--- src/rtl/core/spa_pkg.sv ---
// ============================================================================
// spa_pkg: shared types and constants for the sparse polynomial adder
// Term and word layouts, command kinds, status codes and back-end states.
// ============================================================================
package spa_pkg;

    // Number of terms each list can hold (1 to 32)
    localparam int MAX_TERMS = 32;
    localparam int ADDR_W    = (MAX_TERMS > 1) ? $clog2(MAX_TERMS) : 1;
    localparam int CNT_W     = $clog2(MAX_TERMS + 1);
    localparam logic [CNT_W-1:0] MAX_CNT = CNT_W'(MAX_TERMS);

    // Command queue between front and back, power of two
    localparam int QUEUE_DEPTH = 2;
    localparam int QPTR_W      = $clog2(QUEUE_DEPTH);
    localparam int QCNT_W      = $clog2(QUEUE_DEPTH + 1);
    localparam logic [QCNT_W-1:0] QUEUE_FULL = QCNT_W'(QUEUE_DEPTH);

    localparam int COEF_W = 32;
    localparam int DEG_W  = 16;
    localparam int TERM_W = COEF_W + DEG_W;

    localparam logic signed [COEF_W-1:0] COEF_MAX = {1'b0, {(COEF_W-1){1'b1}}};
    localparam logic signed [COEF_W-1:0] COEF_MIN = {1'b1, {(COEF_W-1){1'b0}}};

    typedef enum logic [1:0] {
        OP_LOAD_A = 2'd0,
        OP_LOAD_B = 2'd1,
        OP_MERGE  = 2'd2,
        OP_NONE   = 2'd3
    } t_opcode;

    typedef enum logic [1:0] {
        ST_TERM  = 2'd0,
        ST_EMPTY = 2'd1,
        ST_FULL  = 2'd2
    } t_status;

    typedef enum logic [1:0] {
        K_LOAD_A = 2'd0,
        K_LOAD_B = 2'd1,
        K_MERGE  = 2'd2
    } t_kind;

    typedef enum logic [1:0] {
        S_IDLE  = 2'd0,
        S_FETCH = 2'd1,
        S_EMIT  = 2'd2
    } t_state;

    typedef struct packed {
        t_opcode                   opcode;
        logic signed [COEF_W-1:0]  term_coef;
        logic [DEG_W-1:0]          term_degree;
    } t_in_word;

    typedef struct packed {
        logic signed [COEF_W-1:0]  out_coef;
        logic [DEG_W-1:0]          out_degree;
        t_status                   status;
        logic                      last;
    } t_out_word;

    typedef struct packed {
        logic signed [COEF_W-1:0]  coef;
        logic [DEG_W-1:0]          degree;
    } t_term;

    // Classified command handed from front to back
    typedef struct packed {
        t_kind  kind;
        t_term  term;
    } t_cmd;

    typedef struct packed {
        logic  valid;
        t_cmd  cmd;
    } t_cmd_head;

endpackage

--- src/rtl/core/spa_ram.sv ---
// ============================================================================
// spa_ram: generic single-port-write, single-port-read RAM
// One write and one registered read per cycle.
// ============================================================================
module spa_ram #(
    parameter int WIDTH = 8,
    parameter int DEPTH = 4,
    localparam int AW = (DEPTH > 1) ? $clog2(DEPTH) : 1
) (
    input  logic             i_clk,
    input  logic             i_we,
    input  logic [AW-1:0]    i_waddr,
    input  logic [WIDTH-1:0] i_wdata,
    input  logic [AW-1:0]    i_raddr,
    output logic [WIDTH-1:0] o_rdata
);

    logic [WIDTH-1:0] r_mem [DEPTH];
    logic [WIDTH-1:0] r_rdata;

    always_ff @(posedge i_clk) begin
        if (i_we) begin
            r_mem[i_waddr] <= i_wdata;
        end
        r_rdata <= r_mem[i_raddr];
    end

    assign o_rdata = r_rdata;

endmodule

--- src/rtl/core/spa_front.sv ---
// ============================================================================
// spa_front: input side
// Accepts input words, sorts them into command kinds, drops unused opcodes
// and holds commands in a short queue for the back end.
// ============================================================================
module spa_front (
    input  logic               i_clk,
    input  logic               i_rst_n,
    input  logic               i_in_valid,
    output logic               o_in_stall,
    input  spa_pkg::t_in_word  i_in_word,
    output spa_pkg::t_cmd_head o_head,
    input  logic               i_pop
);

    spa_pkg::t_cmd                   r_q [spa_pkg::QUEUE_DEPTH];
    logic [spa_pkg::QPTR_W-1:0]      r_wp, n_wp;
    logic [spa_pkg::QPTR_W-1:0]      r_rp, n_rp;
    logic [spa_pkg::QCNT_W-1:0]      r_cnt, n_cnt;
    spa_pkg::t_cmd                   cmd_in;
    logic                            accept;
    logic                            push;
    logic                            pop;

    // classify
    always_comb begin
        cmd_in.term.coef   = i_in_word.term_coef;
        cmd_in.term.degree = i_in_word.term_degree;
        push               = 1'b0;
        cmd_in.kind        = spa_pkg::K_MERGE;
        unique case (i_in_word.opcode)
            spa_pkg::OP_LOAD_A: begin
                cmd_in.kind = spa_pkg::K_LOAD_A;
                push        = accept;
            end
            spa_pkg::OP_LOAD_B: begin
                cmd_in.kind = spa_pkg::K_LOAD_B;
                push        = accept;
            end
            spa_pkg::OP_MERGE: begin
                cmd_in.kind = spa_pkg::K_MERGE;
                push        = accept;
            end
            default: begin
                push = 1'b0;    // unused opcode: taken and dropped
            end
        endcase
    end

    assign o_in_stall = (r_cnt == spa_pkg::QUEUE_FULL);
    assign accept     = i_in_valid && !o_in_stall;
    assign pop        = i_pop && (r_cnt != '0);

    always_comb begin
        n_wp  = push ? r_wp + 1'b1 : r_wp;
        n_rp  = pop  ? r_rp + 1'b1 : r_rp;
        n_cnt = r_cnt + spa_pkg::QCNT_W'(push) - spa_pkg::QCNT_W'(pop);
    end

    always_ff @(posedge i_clk) begin
        if (!i_rst_n) begin
            r_wp  <= '0;
            r_rp  <= '0;
            r_cnt <= '0;
        end else begin
            r_wp  <= n_wp;
            r_rp  <= n_rp;
            r_cnt <= n_cnt;
        end
    end

    always_ff @(posedge i_clk) begin
        if (push) begin
            r_q[r_wp] <= cmd_in;
        end
    end

    assign o_head.valid = (r_cnt != '0);
    assign o_head.cmd   = r_q[r_rp];

endmodule

--- src/rtl/core/spa_back.sv ---
// ============================================================================
// spa_back: command execution
// Writes loaded terms into the list RAMs, reports full lists and empty
// merges, walks both lists for a merge and drives the output register.
// ============================================================================
module spa_back (
    input  logic               i_clk,
    input  logic               i_rst_n,
    input  spa_pkg::t_cmd_head i_head,
    output logic               o_pop,
    output logic               o_out_valid,
    input  logic               i_out_stall,
    output spa_pkg::t_out_word o_out_word
);

    spa_pkg::t_state              r_state, n_state;
    logic [spa_pkg::CNT_W-1:0]    r_cnt_a, n_cnt_a;
    logic [spa_pkg::CNT_W-1:0]    r_cnt_b, n_cnt_b;
    logic [spa_pkg::CNT_W-1:0]    r_ia, n_ia;
    logic [spa_pkg::CNT_W-1:0]    r_ib, n_ib;
    logic                         r_out_valid, n_out_valid;
    spa_pkg::t_out_word           r_out_word;

    logic [spa_pkg::TERM_W-1:0]   rd_a, rd_b;
    spa_pkg::t_term               term_a, term_b;
    logic                         we_a, we_b;
    logic                         out_free;
    logic                         a_full, b_full, both_empty;
    logic                         a_has, b_has, take_a, take_b;
    logic                         merge_last;
    logic                         emit, start, step, finish;
    logic [spa_pkg::COEF_W:0]     sum;
    logic signed [spa_pkg::COEF_W-1:0] sat_coef;
    spa_pkg::t_out_word           merge_word, emit_word;

    spa_ram #(.WIDTH(spa_pkg::TERM_W), .DEPTH(spa_pkg::MAX_TERMS)) u_ram_a (
        .i_clk   (i_clk),
        .i_we    (we_a),
        .i_waddr (r_cnt_a[spa_pkg::ADDR_W-1:0]),
        .i_wdata (i_head.cmd.term),
        .i_raddr (r_ia[spa_pkg::ADDR_W-1:0]),
        .o_rdata (rd_a)
    );

    spa_ram #(.WIDTH(spa_pkg::TERM_W), .DEPTH(spa_pkg::MAX_TERMS)) u_ram_b (
        .i_clk   (i_clk),
        .i_we    (we_b),
        .i_waddr (r_cnt_b[spa_pkg::ADDR_W-1:0]),
        .i_wdata (i_head.cmd.term),
        .i_raddr (r_ib[spa_pkg::ADDR_W-1:0]),
        .o_rdata (rd_b)
    );

    assign out_free   = !r_out_valid || !i_out_stall;
    assign a_full     = (r_cnt_a == spa_pkg::MAX_CNT);
    assign b_full     = (r_cnt_b == spa_pkg::MAX_CNT);
    assign both_empty = (r_cnt_a == '0) && (r_cnt_b == '0);

    // merge step: pick higher degree, add on equal degrees
    always_comb begin
        term_a = spa_pkg::t_term'(rd_a);
        term_b = spa_pkg::t_term'(rd_b);
        a_has  = (r_ia < r_cnt_a);
        b_has  = (r_ib < r_cnt_b);
        take_a = a_has && (!b_has || (term_a.degree >= term_b.degree));
        take_b = b_has && (!a_has || (term_b.degree >= term_a.degree));
        sum    = {term_a.coef[spa_pkg::COEF_W-1], term_a.coef}
               + {term_b.coef[spa_pkg::COEF_W-1], term_b.coef};
        if (sum[spa_pkg::COEF_W] != sum[spa_pkg::COEF_W-1]) begin
            sat_coef = sum[spa_pkg::COEF_W] ? spa_pkg::COEF_MIN : spa_pkg::COEF_MAX;
        end else begin
            sat_coef = sum[spa_pkg::COEF_W-1:0];
        end
        merge_last = ((r_ia + spa_pkg::CNT_W'(take_a)) == r_cnt_a)
                  && ((r_ib + spa_pkg::CNT_W'(take_b)) == r_cnt_b);
        merge_word.out_coef   = (take_a && take_b) ? sat_coef
                              : (take_a ? term_a.coef : term_b.coef);
        merge_word.out_degree = take_a ? term_a.degree : term_b.degree;
        merge_word.status     = spa_pkg::ST_TERM;
        merge_word.last       = merge_last;
    end

    // next state
    always_comb begin
        n_state = r_state;
        unique case (r_state)
            spa_pkg::S_IDLE: begin
                if (i_head.valid && (i_head.cmd.kind == spa_pkg::K_MERGE) && !both_empty) begin
                    n_state = spa_pkg::S_FETCH;
                end
            end
            spa_pkg::S_FETCH: begin
                n_state = spa_pkg::S_EMIT;
            end
            spa_pkg::S_EMIT: begin
                if (out_free) begin
                    n_state = merge_last ? spa_pkg::S_IDLE : spa_pkg::S_FETCH;
                end
            end
            default: begin
                n_state = spa_pkg::S_IDLE;
            end
        endcase
    end

    // controls
    always_comb begin
        o_pop     = 1'b0;
        we_a      = 1'b0;
        we_b      = 1'b0;
        emit      = 1'b0;
        start     = 1'b0;
        step      = 1'b0;
        finish    = 1'b0;
        emit_word = merge_word;
        unique case (r_state)
            spa_pkg::S_IDLE: begin
                if (i_head.valid) begin
                    unique case (i_head.cmd.kind)
                        spa_pkg::K_LOAD_A, spa_pkg::K_LOAD_B: begin
                            if (i_head.cmd.kind == spa_pkg::K_LOAD_A ? !a_full : !b_full) begin
                                we_a  = (i_head.cmd.kind == spa_pkg::K_LOAD_A);
                                we_b  = (i_head.cmd.kind == spa_pkg::K_LOAD_B);
                                o_pop = 1'b1;
                            end else if (out_free) begin
                                emit      = 1'b1;
                                o_pop     = 1'b1;
                                emit_word = '{out_coef: '0, out_degree: '0,
                                              status: spa_pkg::ST_FULL, last: 1'b1};
                            end
                        end
                        spa_pkg::K_MERGE: begin
                            if (!both_empty) begin
                                start = 1'b1;
                                o_pop = 1'b1;
                            end else if (out_free) begin
                                emit      = 1'b1;
                                o_pop     = 1'b1;
                                emit_word = '{out_coef: '0, out_degree: '0,
                                              status: spa_pkg::ST_EMPTY, last: 1'b1};
                            end
                        end
                        default: begin
                            o_pop = 1'b1;
                        end
                    endcase
                end
            end
            spa_pkg::S_FETCH: begin
                // RAM read in flight
            end
            spa_pkg::S_EMIT: begin
                if (out_free) begin
                    emit   = 1'b1;
                    step   = 1'b1;
                    finish = merge_last;
                end
            end
            default: begin
            end
        endcase
    end

    always_comb begin
        n_cnt_a     = r_cnt_a;
        n_cnt_b     = r_cnt_b;
        n_ia        = r_ia;
        n_ib        = r_ib;
        n_out_valid = r_out_valid && i_out_stall;
        if (we_a) begin
            n_cnt_a = r_cnt_a + 1'b1;
        end
        if (we_b) begin
            n_cnt_b = r_cnt_b + 1'b1;
        end
        if (start) begin
            n_ia = '0;
            n_ib = '0;
        end else if (step) begin
            n_ia = r_ia + spa_pkg::CNT_W'(take_a);
            n_ib = r_ib + spa_pkg::CNT_W'(take_b);
        end
        if (finish) begin
            n_cnt_a = '0;
            n_cnt_b = '0;
        end
        if (emit) begin
            n_out_valid = 1'b1;
        end
    end

    always_ff @(posedge i_clk) begin
        if (!i_rst_n) begin
            r_state     <= spa_pkg::S_IDLE;
            r_cnt_a     <= '0;
            r_cnt_b     <= '0;
            r_ia        <= '0;
            r_ib        <= '0;
            r_out_valid <= 1'b0;
        end else begin
            r_state     <= n_state;
            r_cnt_a     <= n_cnt_a;
            r_cnt_b     <= n_cnt_b;
            r_ia        <= n_ia;
            r_ib        <= n_ib;
            r_out_valid <= n_out_valid;
        end
    end

    always_ff @(posedge i_clk) begin
        if (emit) begin
            r_out_word <= emit_word;
        end
    end

    assign o_out_valid = r_out_valid;
    assign o_out_word  = r_out_word;

    // list fill never passes capacity
    a_cnt_range: assert property (@(posedge i_clk) disable iff (!i_rst_n)
        (r_cnt_a <= spa_pkg::MAX_CNT) && (r_cnt_b <= spa_pkg::MAX_CNT))
        else $error("list count beyond capacity");

    // while merging at least one list still has terms left
    a_walk_live: assert property (@(posedge i_clk) disable iff (!i_rst_n)
        (r_state != spa_pkg::S_IDLE) |-> (a_has || b_has))
        else $error("merge walk past both lists");

    // the final merged term empties both lists
    a_clear_after: assert property (@(posedge i_clk) disable iff (!i_rst_n)
        finish |=> (r_cnt_a == '0) && (r_cnt_b == '0) && (r_state == spa_pkg::S_IDLE))
        else $error("lists not cleared after merge");

    // no command is taken from the queue mid-merge
    a_pop_idle: assert property (@(posedge i_clk) disable iff (!i_rst_n)
        o_pop |-> (r_state == spa_pkg::S_IDLE) && i_head.valid)
        else $error("queue pop outside idle");

    // a new result only goes where the output slot is free
    a_no_overwrite: assert property (@(posedge i_clk) disable iff (!i_rst_n)
        emit |-> out_free)
        else $error("output word overwritten");

endmodule

--- src/rtl/core/sparse_polynomial_add_top.sv ---
// ============================================================================
// sparse_polynomial_add_top: sparse polynomial adder, sorted-list merge
// Loads two term lists and merges them into one sum polynomial on request.
// ============================================================================
// Usage:
//   Input channel (i_in_valid / o_in_stall / i_in_word): a word is taken at a
//   clock edge with valid high and stall low. Opcode LOAD_A / LOAD_B appends
//   a term to list A / B (lists sorted by falling degree), MERGE emits the
//   merged sum, opcode 3 is taken and dropped.
//   Output channel (o_out_valid / i_out_stall / o_out_word): one word per
//   merged term, last set on the final one. A merge of two empty lists gives
//   one EMPTY word; a load into a full list gives one FULL word.
//   Rate: input words go into a two-entry command queue, so loads stream at
//   one per cycle unless a merge or a stalled FULL report holds the back
//   end. The back end writes a term in the same cycle that it pops it. A
//   merge leaves the queue, then for each result term the back end reads
//   both list RAMs (registered read), then compares and loads the output
//   register.
//   When the receiver stalls, the output register holds its word and the back
//   end waits; the queue keeps accepting until its two entries are full.
//   Reset (synchronous, active low) empties the queue and both lists; RAM
//   contents are not cleared, reads stop at each list's fill count.
module sparse_polynomial_add_top (
    input  logic               i_clk,
    input  logic               i_rst_n,
    input  logic               i_in_valid,
    output logic               o_in_stall,
    input  spa_pkg::t_in_word  i_in_word,
    output logic               o_out_valid,
    input  logic               i_out_stall,
    output spa_pkg::t_out_word o_out_word
);

    spa_pkg::t_cmd_head head;   // queue head seen by the back end
    logic               pop;

    // front: classify and queue
    spa_front u_front (
        .i_clk      (i_clk),
        .i_rst_n    (i_rst_n),
        .i_in_valid (i_in_valid),
        .o_in_stall (o_in_stall),
        .i_in_word  (i_in_word),
        .o_head     (head),
        .i_pop      (pop)
    );

    // back: list stores, merge walk, output register
    spa_back u_back (
        .i_clk       (i_clk),
        .i_rst_n     (i_rst_n),
        .i_head      (head),
        .o_pop       (pop),
        .o_out_valid (o_out_valid),
        .i_out_stall (i_out_stall),
        .o_out_word  (o_out_word)
    );

endmodule
--- config.mk ---
export PLATFORM = sky130hd
export DESIGN_NAME = sparse_polynomial_add_top
export DESIGN_NICKNAME = d
export VERILOG_FILES = /design/src/rtl/core/spa_pkg.sv /design/src/rtl/core/spa_ram.sv /design/src/rtl/core/spa_front.sv /design/src/rtl/core/spa_back.sv /design/src/rtl/core/sparse_polynomial_add_top.sv
export SDC_FILE = /design/constraint.sdc
export NUM_CORES = 2
export LEC_CHECK = 0
export ABC_AREA = 1
export BUFFER_PORTS_ARGS = -buffer_cell sky130_fd_sc_hd__buf_2
export CELL_PAD_IN_SITES_DETAIL_PLACEMENT = 0
export CELL_PAD_IN_SITES_GLOBAL_PLACEMENT = 2
export CORE_MARGIN = 1
export CORE_UTILIZATION = 40
export DETAILED_ROUTE_END_ITERATION = 8
export GPL_TIMING_DRIVEN = 1
export PLACE_DENSITY = 0.75
export SLEW_MARGIN = 5
export SYNTH_ARGS = -nofsm -noshare
export SYNTH_HDL_FRONTEND = slang
export SYNTH_HIERARCHICAL = 1
export SYNTH_SLANG_ARGS = --single-unit
export TNS_END_PERCENT = 100
--- constraint.sdc ---
create_clock -name i_clk -period 4.3 [get_ports i_clk]
set_input_delay 1.29 -clock i_clk [delete_from_list [all_inputs] [get_ports i_clk]]
set_output_delay 1.29 -clock i_clk [all_outputs]
set_load 0.03 [all_outputs]
==> impl_metrics.csv <==
group,metric,value,unit
layout,final_layout_size_suffix_gt1_frac,0.0882,
yosys,synthesis.nets,11900,
yosys,synth.cell_area,0.137,mm²
timing,max_freq,281,MHz
worst_setup_path,cp_data_required_time,5.12,ns
global_routing,grt_pass1_vias,87100,
power,leakagePower,56.0,nW
timing,period_share,0.827,
clock_tree,cts_tree,"done",
routing,viasPerCell,5.37,
yosys,synthDistinctLibCells,53,
routing,drc_errors,0,
global_routing,grt_first_pass_wirelength,605000,µm
die,dieHeight,588,µm
placed_design,hpwl,221000,µm
power,power.ir.vdd_worst,0.000561,V
layout,n_fill_cell,30900,
layout,layout_commonest_cell,"sky130_fd_sc_hd__nand2_1",
timing,worst_clock_skew,0.0436,ns
worst_setup_path,timing.critical_path.fanout_max,12,
worst_setup_path,cp-start-kind,"flop",
timing,worst-slew-pin-transition,1.25,ns
die,die_width,588,µm
die,io_pins,107,
routing,drtPass1Iterations,5,
placed_design,port_buffers,106,
worst_setup_path,setup.worst_path.class,"flop to flop",
routing,avgRoutedWirePerCell,25.0,µm
layout,num-nets-final,11900,
worst_setup_path,cp_data_arrival_time,4.37,ns
clock_tree,cts.path.max_buffers,4,
global_routing,grt_start_max_net_pins,183,
timing,timing.final.max_slew_violations,0,
timing,final_period_minus_worst_setup_slack,3.55,ns
placed_design,dpl-instance-area,0.143,mm²
clock_tree,post_cts.resized_instances,0,
routing,vias,89600,
routing,wl,417000,µm
yosys,synthCells,11800,
die,placement_rows,214,
layout,finalInstanceArea,0.155,mm²
worst_setup_path,worst_setup_path_end_kind,"flop",
global_routing,grt-ovfl-total,0,
die,placeable_core_region,0.341,mm²
global_routing,antenna_found_initial,24,
yosys,ys.warnings.count,6,
clock_tree,cts_htree_levels,5,
yosys,synth_sequential_area_ratio,0.723,
layout,mostFrequentLayoutCells,"4603 x sky130_fd_sc_hd__nand2_1, 3223 x sky130_fd_sc_hd__edfxtp_1, 2434 x sky130_fd_sc_hd__nand3_1",
die,floorplan.initialDensity,0.403,
clock_tree,cts_buffers,365,
clock_tree,cts_post_setup_buffers_inserted,0,
routing,detail-route-antenna-nets,0,
status,run_status,"finished clean",
yosys,synth-seq-cells,3351,
clock_tree,number_of_buffers_inserted_by_hold_repair_at_cts,0,
power,post-layout-total-power,0.0785,W
global_routing,groute.usage.overall,0.237,
timing,hold_viol,0,
clock_tree,clkSinkCount,3351,
timing,finalSetupViolations,0,
yosys,syn-mean-instance-area,11.6,µm²
flow_run,timing.max_cap.violations,0,
min_path,worst_hold_path.num_cells,2,
clock_tree,clock_latency,0.97,ns
routing,drt_iter0_markers,8084,
placed_design,gp_congestion,0.836,
power,power_density,506,mW/mm²
layout,areaGrowthSynthToFinish,12.8,%
timing,timing.max_slew.rel_slack,0.169,
clock_tree,cts-root-buf,"sky130_fd_sc_hd__clkbuf_16",
min_path,timing.hold.worst.class,"flop to flop",
timing,grt_setup_unrepaired,"no",
worst_setup_path,worst_r2r_path_depth,20,
die,die-area,0.346,mm²
clock_tree,worst_setup_hold_path_clk_slew,0.06,ns
timing,setup_tns,0,ns
## report_power, final
part / internal, W / total [W] / switching (W)
combinational: 0.00155 / 0.00816 / 0.00660
clock: 0.0173 / 0.0303 / 0.0130
sequential: 0.0394 / 0.0400 / 0.000577
## cell families (layout without fill, tap and decap cells)
| group | after synthesis | after routing | share of synthesized area |
|---|---|---|---|
| mux | 50 | 50 | 0.00546 |
| xor+xnor | 37 | 37 | 0.00236 |
| compound gates | 153 | 153 | 0.00647 |
| simple gates | 7296 | 7296 | 0.224 |
| flops | 3351 | 3351 | 0.723 |
| other cells | 0 | 26 | 0 |
| buf+inv | 838 | 1162 | 0.0322 |
| fa+ha+maj | 69 | 69 | 0.00634 |
## layer usage
| layer | GRT usage | vias up | share of wire |
|---|---|---|---|
| li1 | - | 41200 | - |
| met1 | 0.326 | 45100 | 0.44 |
| met2 | 0.392 | 2755 | 0.48 |
| met3 | 0.0302 | 620 | 0.059 |
| met4 | 0.0711 | 2 | 0.030 |
| met5 | 0 | - | 0.000048 |
## layout make-up
cell class                      count  area, µm²  share of cell area
Sequential cell                  3351      99400               0.642
Clock buffer                      493       9900              0.0639
Timing Repair Buffer              353       3610              0.0233
Antenna cell                       26       65.1            0.000420
Multi-Input combinational cell   7605      34100               0.220
Clock inverter                    170       1570              0.0101
Tap cell                         4536       5680              0.0366
Inverter                          146        604             0.00390
## cell usage after synthesis, drive strengths merged
| cell type | instances | area share |
|---|---|---|
| nand2 | 4618 | 0.13 |
| edfxtp | 3223 | 0.70 |
| nand3 | 2453 | 0.090 |
| buf | 529 | 0.024 |
| nor2 | 183 | 0.0051 |
| clkbuf | 163 | 0.0045 |
| inv | 143 | 0.0039 |
| dfxtp | 128 | 0.019 |
| a21oi | 104 | 0.0044 |
| ha | 68 | 0.0062 |
| mux2 | 50 | 0.0055 |
| o21ai | 32 | 0.0012 |
| xnor2 | 19 | 0.0012 |
| xor2 | 18 | 0.0011 |
| nand4 | 14 | 0.00073 |
| nor3 | 14 | 0.00055 |
| o21bai | 8 | 0.00044 |
| nand3b | 5 | 0.00027 |
| clkinv | 3 | 0.000091 |
| nor4 | 3 | 0.00018 |
| or2 | 3 | 0.00014 |
| a31oi | 2 | 0.000091 |
| and3 | 2 | 0.000091 |
| o211ai | 2 | 0.00011 |
| o21a | 2 | 0.00011 |
| a211oi | 1 | 0.000055 |
| and2 | 1 | 0.000064 |
| fa | 1 | 0.00015 |
| o22ai | 1 | 0.000046 |
| o32ai | 1 | 0.000064 |
## critical path, cell delays in order, from the launching register on
cell	delay, ns
sky130_fd_sc_hd__dfxtp_1	0.31
sky130_fd_sc_hd__inv_1	0.06
sky130_fd_sc_hd__ha_1	0.29
sky130_fd_sc_hd__nand4_1	0.14
sky130_fd_sc_hd__nor3_2	0.30
sky130_fd_sc_hd__nand2_1	0.16
sky130_fd_sc_hd__nand2_1	0.14
sky130_fd_sc_hd__nand3_4	0.10
sky130_fd_sc_hd__nand2_4	0.08
sky130_fd_sc_hd__inv_2	0.04
sky130_fd_sc_hd__ha_1	0.20
sky130_fd_sc_hd__ha_1	0.31
sky130_fd_sc_hd__inv_1	0.07
sky130_fd_sc_hd__nor2_1	0.04
sky130_fd_sc_hd__nor4_1	0.28
sky130_fd_sc_hd__nand3_1	0.15
sky130_fd_sc_hd__nor3_1	0.21
sky130_fd_sc_hd__nand2_1	0.12
sky130_fd_sc_hd__o21ai_1	0.13
sky130_fd_sc_hd__buf_4	0.22
sky130_fd_sc_hd__nor3_1	0.07
## state kept, by name (all words and copies together) (netlist names), 2 cells and up, named ones only
| signal | cells |
|---|---|
| u_back/u_ram_a/r_mem | 1536 |
| u_back/u_ram_b/r_mem | 1536 |
| u_front/r_q | 100 |
| u_back/o_out_word | 51 |
| u_back/u_ram_a/o_rdata | 48 |
| u_back/u_ram_b/o_rdata | 48 |
| u_back/r_cnt_a | 6 |
| u_back/r_cnt_b | 6 |
| u_back/r_ia | 6 |
| u_back/r_ib | 6 |
| u_back/r_state | 2 |
| u_front/r_cnt | 2 |
## final timing paths
check        slack (ns)                      start           endpoint
max                0.75  u_back/u_ram_a/o_rdata[9]  u_back/r_cnt_a[2]
min                0.46          u_back/r_state[0]  u_back/r_state[1]
max reg2reg        0.75  u_back/u_ram_a/o_rdata[9]  u_back/r_cnt_a[2]
min reg2reg        0.46          u_back/r_state[0]  u_back/r_state[1]
## stage by stage
stage | hold slack, ns | utilization | worst slack (ns) | instances
after CTS | 0.453 | 0.454 | 0.738 | 16700
after detailed placement | 0.474 | 0.421 | 0.752 | 16000
final | 0.464 | 0.454 | 0.746 | 16700
after global routing | 0.481 | 0.454 | 0.397 | 16700
after global placement | 0.475 | 0.421 | 0.622 | 16000
after floorplan | 0.451 | - | 0.162 | 11800
(Power assumes the default switching activity.)
